**src/hw/rtl/pkvs_pkg.sv**
```systemverilog
// Package for the packed key/value store: transaction types, opcodes,
// status codes and byte constants. No dependencies.
package pkvs_pkg;

  typedef struct packed {
    logic [2:0]  opcode;
    logic [7:0]  char_in;
    logic [9:0]  address;
    logic [15:0] buffer_len;
  } pkvs_in_t;

  typedef struct packed {
    logic [1:0] status;
    logic [9:0] value_offset;
    logic [9:0] value_length;
    logic [7:0] read_byte;
  } pkvs_out_t;

  localparam logic [2:0] OP_KEY  = 3'd0;
  localparam logic [2:0] OP_VAL  = 3'd1;
  localparam logic [2:0] OP_GET  = 3'd2;
  localparam logic [2:0] OP_SET  = 3'd3;
  localparam logic [2:0] OP_LOAD = 3'd4;
  localparam logic [2:0] OP_READ = 3'd5;

  localparam logic [1:0] ST_OK       = 2'd0;
  localparam logic [1:0] ST_NOTFOUND = 2'd1;
  localparam logic [1:0] ST_NOSPACE  = 2'd2;
  localparam logic [1:0] ST_BADKEY   = 2'd3;

  localparam logic [7:0] CH_EQ = 8'h3d;
  localparam logic [7:0] CH_LA = 8'h61;
  localparam logic [7:0] CH_LZ = 8'h7a;

  function automatic logic [7:0] to_upper(input logic [7:0] c);
    logic [7:0] r;
    r = c;
    if (c >= CH_LA && c <= CH_LZ) r = c & ~8'h20;
    return r;
  endfunction

endpackage

```
**src/hw/rtl/pkvs_stage.sv**
```systemverilog
// Staging buffers for key and value bytes, with a registered read port each.
// Depends on pkvs_pkg.
module pkvs_stage #(
  parameter int Depth = 64
) (
  input  logic                     clk_i,
  input  logic                     we_i,
  input  logic [$clog2(Depth)-1:0] waddr_i,
  input  logic [7:0]               wdata_i,
  input  logic [$clog2(Depth)-1:0] raddr_i,
  output logic [7:0]               rdata_o
);
  import pkvs_pkg::*;

  logic [7:0] mem [Depth];

  // write one byte, read one byte a cycle
  always_ff @(posedge clk_i) begin
    if (we_i) mem[waddr_i] <= wdata_i;
    rdata_o <= mem[raddr_i];
  end
endmodule

```
**config.mk**
```make
export PLATFORM = sky130hd
export DESIGN_NAME = pkvs_stage
export DESIGN_NICKNAME = d
export VERILOG_FILES = /design/src/hw/rtl/pkvs_pkg.sv /design/src/hw/rtl/pkvs_stage.sv
export SDC_FILE = /design/constraint.sdc
export NUM_CORES = 1
export LEC_CHECK = 0
export ABC_CLOCK_PERIOD_IN_PS = 1800
export BUFFER_PORTS_ARGS = -buffer_cell sky130_fd_sc_hd__buf_2
export CORE_UTILIZATION = 25
export CTS_CLUSTER_DIAMETER = 30
export DETAILED_ROUTE_END_ITERATION = 8
export PLACE_DENSITY = 0.44
export SETUP_SLACK_MARGIN = 0.5
export SKIP_CTS_REPAIR_TIMING = 1
export SLEW_MARGIN = 0
export SYNTH_ARGS = -nofsm -noshare
export SYNTH_HDL_FRONTEND = slang
export SYNTH_SLANG_ARGS = --single-unit
```
**constraint.sdc**
```tcl
create_clock -name clk_i -period 1.8 [get_ports clk_i]
set_input_delay 0.09 -clock clk_i [delete_from_list [all_inputs] [get_ports clk_i]]
set_output_delay 0.09 -clock clk_i [all_outputs]
set_load 0.01 [all_outputs]
```
Yosys cells after proc, flatten, opt, wreduce, memory -nomap -nowiden

Memories as Yosys holds them, arrays and structs flattened. A register that Yosys moved wholly into a read port is not among the register bits.
Index checks and enable logic that the tools add are counted.

Register bits after elaboration: 0
Latch bits: 0
RAM bits: 512
ROM bits: 0
Output and inout bits: 8
Logic and storage cells: 3
Memories kept: 1

Memory list:

| name | words | bits a word | rd ports | clocked after Yosys merged registers in | wr ports | line             | RTL |
|---|---|---|---|---|---|---|---|
| mem  | 64    | 8           | 1        | 1                                       | 1        | pkvs_stage.sv:15 | `logic [7:0] mem [Depth];` |

$add $sub $neg: 0
Multipliers: 0
Div/mod/pow operators: 0
Order comparisons: 0
Equal/unequal tests: 0
Shift operators: 0
Multiplexer cells: 2
Bitwise logic cells: 0
Reductions and logical operators: 0

Operators by type and width:

| operator         | number |
|---|---|
| 2-to-1 mux 1 bit | 2 |

Logic depth before layout (Yosys ltp)

Depth in word-level cells: 2
Gate-level depth with buffers: 9
Depth with buffers taken out: 5

Least setup slack after synthesis

No wires, ideal clock.

Path kind: input to register
From: input raddr_i[1]
To: register rdata_o[3] (read register of mem)
Library setup time: 0.128 ns
Data arrival time: 1.630 ns
Path slack: 0.042 ns
Stages on the path: 7
Path buffers: 3
Cells stage by stage: buf_4 > buf_2 > buf_2 > mux4_2 > mux4_2 > o21ai_1 > o41ai_1

RTL lines:

| element         | line             | RTL |
|---|---|---|
| start, declared | pkvs_stage.sv:10 | `input logic [$clog2(Depth)-1:0] raddr_i,` |
| end, declared   | pkvs_stage.sv:11 | `output logic [7:0] rdata_o` |

==> flow_metrics.tcl <==
set metrics [dict create \
    nets 1185 \
    route.detailed.drc 0 \
    yosys_warnings 0 \
    min_period_ns 1.879 \
    drive_gt1_share_pct 45.91 \
    synth_most_common_cell "edfxtp_1" \
    power_uw 35910 \
    critPathTopFamily "multiplexers" \
    synth_nets 962 \
    synth_largest_area_cell "edfxtp_1" \
    pre_cts_ws_ns -0.5175 \
    synth_area_per_cell_sq_um 21.45 \
    worst-path-max-fanout 1 \
    antenna_cells 0 \
    grt_overflow 0 \
    status "finished with violations" \
    synth_area_leaders "edfxtp_1 (76%), mux4_2 (14%), nor2_1 (1.5%)" \
    grt_start_max_net_pins 65 \
    viasPerCell 4.437 \
    htreeDepth 3 \
    synth_top_cells_by_count "edfxtp_1 (512), mux4_2 (126), nor2_1 (83), mux2i_1 (23), nand2_1 (19)" \
    grt_antenna_before_repair 1 \
    grt_pass1_vias 10851 \
    fin_ws_ns -0.07904 \
    ys.flop_type "edfxtp_1" \
    synth_edf_count 512 \
    routedWlPerCell_um 23.68 \
    cts_made_buffers 109 \
    tns_ns -0.2059 \
    die_w_um 286.0 \
    worst_path_largest_cell_delay_ns 0.56 \
    cap_violations 0 \
    instances_no_fill 2309 \
    cts_tree "yes" \
    fmax_mhz 532.2 \
    dpl_cell_area_sq_um 23070 \
    cts_root_buf "clkbuf_16" \
    die_height_um 286.0 \
    pin_count 30 \
    worst_pin_slew_ns 0.7618 \
    p_per_area_nw_per_um2 1320 \
    syn_inst 940 \
    critPathLaunchType "flop" \
    crit_chain "mux4_2 -> mux4_2 -> nor2_4 -> buf_6 -> o32ai_2" \
    async_flop_share_pct 0 \
    endpoint_kind "flop" \
    hold_viol 0 \
    path_buf_inv 1 \
    synth.distinct_cells 40 \
    dp_hpwl_um 34610 \
    start_util_pct 25.40 \
    cts_buffer_depth 3 \
    cts.sinks 520 \
    yosysSeqAreaShare_pct 77.03 \
    crit_arrival_ns 2.38 \
    placed_cells_incl_taps 2092 \
    first_pass_iters 5 \
    rows 103 \
    syn_to_final_growth_pct 34.87 \
    p_leak_uw 0.008728 \
    core_sq_um 79390 \
    slowest_stage "mux4_2" \
    grt_use_total_pct 13.39 \
    fin_skew_ns 0.02601 \
    vias 10244 \
    hp-class "primary input to flop" \
    violations "negative setup slack" \
    port_buffers 29 \
    drt_iter0_drc 751 \
    critPathKind "flop to flop" \
    grt_pass1_wl_um 78510 \
    drtAntennaViolNets 0 \
    clkTransAtPathRegs_ns 0.05 \
    wl_um 54680 \
    critical_path_required_ns 2.30 \
    clk-insertion-delay-late_ns 0.65 \
    synth_top_area_share_pct 76.24 \
    finalMaxSlewViolations 0 \
    netlist_area_sq_um 20170 \
    relSlewSlack_pct 49.21 \
    period_share_pct 104.4 \
    path_common_cell "mux4_2" \
    routabilityCongestion 0.7596 \
    finalInstanceArea_sq_um 27200 \
    die-area_sq_um 81810 \
    ys_seq_elements 520 \
    setup_viol 3 \
    ir_drop_mv 0.6474 \
    rsz0062_at_grt "yes" \
]
## path summary, 6_finish.rpt
kind | cells past startpoint | to | slack [ns] | startpoint
worst min register to register | 3 | rdata_o[4]$_DFF_P_ | 0.87 | mem[31][4]$_DFFE_PP_
worst max-delay path | 5 | rdata_o[4]$_DFF_P_ | -0.08 | mem[32][4]$_DFFE_PP_
worst min-delay path | 3 | rdata_o[0]$_DFF_P_ | 0.01 | raddr_i[5]
worst max register to register | 5 | rdata_o[4]$_DFF_P_ | -0.08 | mem[32][4]$_DFFE_PP_
## stage by stage
| stage | hold slack, ns | util (%) |
|---|---|---|
| floorplan | 0.1889 | - |
| global placement | 0.5676 | 29.07 |
| detailed placement | 0.5625 | 29.07 |
| CTS | -0.1191 | 33.95 |
| global route | 0.02251 | 34.26 |
| finish | 0.01129 | 34.26 |
## cell type report
type,instances,area (sq um)
clock inverter,84,1077
tap,1050,1314
timing repair buffer,163,1460
fill,7509,52190
clock buffer,123,2801
sequential,520,15550
multi-input combinational,369,4994
## report_power, final
| part | switching [uW] | internal, uW |
|---|---|---|
| logic | 959 | 674 |
| registers | 66.9 | 13400 |
| clock network | 6670 | 14100 |
## routing by layer
layer	global-route usage [%]	wire, um	vias to the layer above
met3	3.557	2825	64
met2	20.66	25610	251
li1	-	-	4442
met1	18.51	25470	5487
met4	3.757	768	0
met5	0	0	-
## layout by cell type (no fill, tap or decap), types with 12 or more instances in the layout
| master | instances |
|---|---|
| buf_12 | 20 |
| buf_2 | 23 |
| buf_4 | 106 |
| bufinv_16 | 20 |
| clkbuf_1 | 13 |
| clkbuf_16 | 110 |
| clkinv_1 | 13 |
| clkinv_2 | 12 |
| clkinvlp_4 | 18 |
| edfxtp_1 | 512 |
| mux2i_1 | 23 |
| mux4_2 | 126 |
| nand2_1 | 14 |
| nor2_1 | 18 |
| nor2_4 | 56 |
## tightest hold or removal path, cell delays in order
cell,delay [ns]
buf_2,0.27
nor3_1,0.13
o2bb2ai_2,0.12
## kinds of logic (layout without fill, tap and decap cells)
group           Yosys count  after routing  synth area share (%)
compound gates           54             54                 2.072
flops                   520            520                 77.03
mux                     162            162                 15.94
simple gates            153            153                 3.387
buf+inv                  51            370                 1.570
## registers in the layout, summed over array words and instances, names as in the netlist
register and count:
rdata_o 8, mem 512
Power figures use the tool's default switching activity.
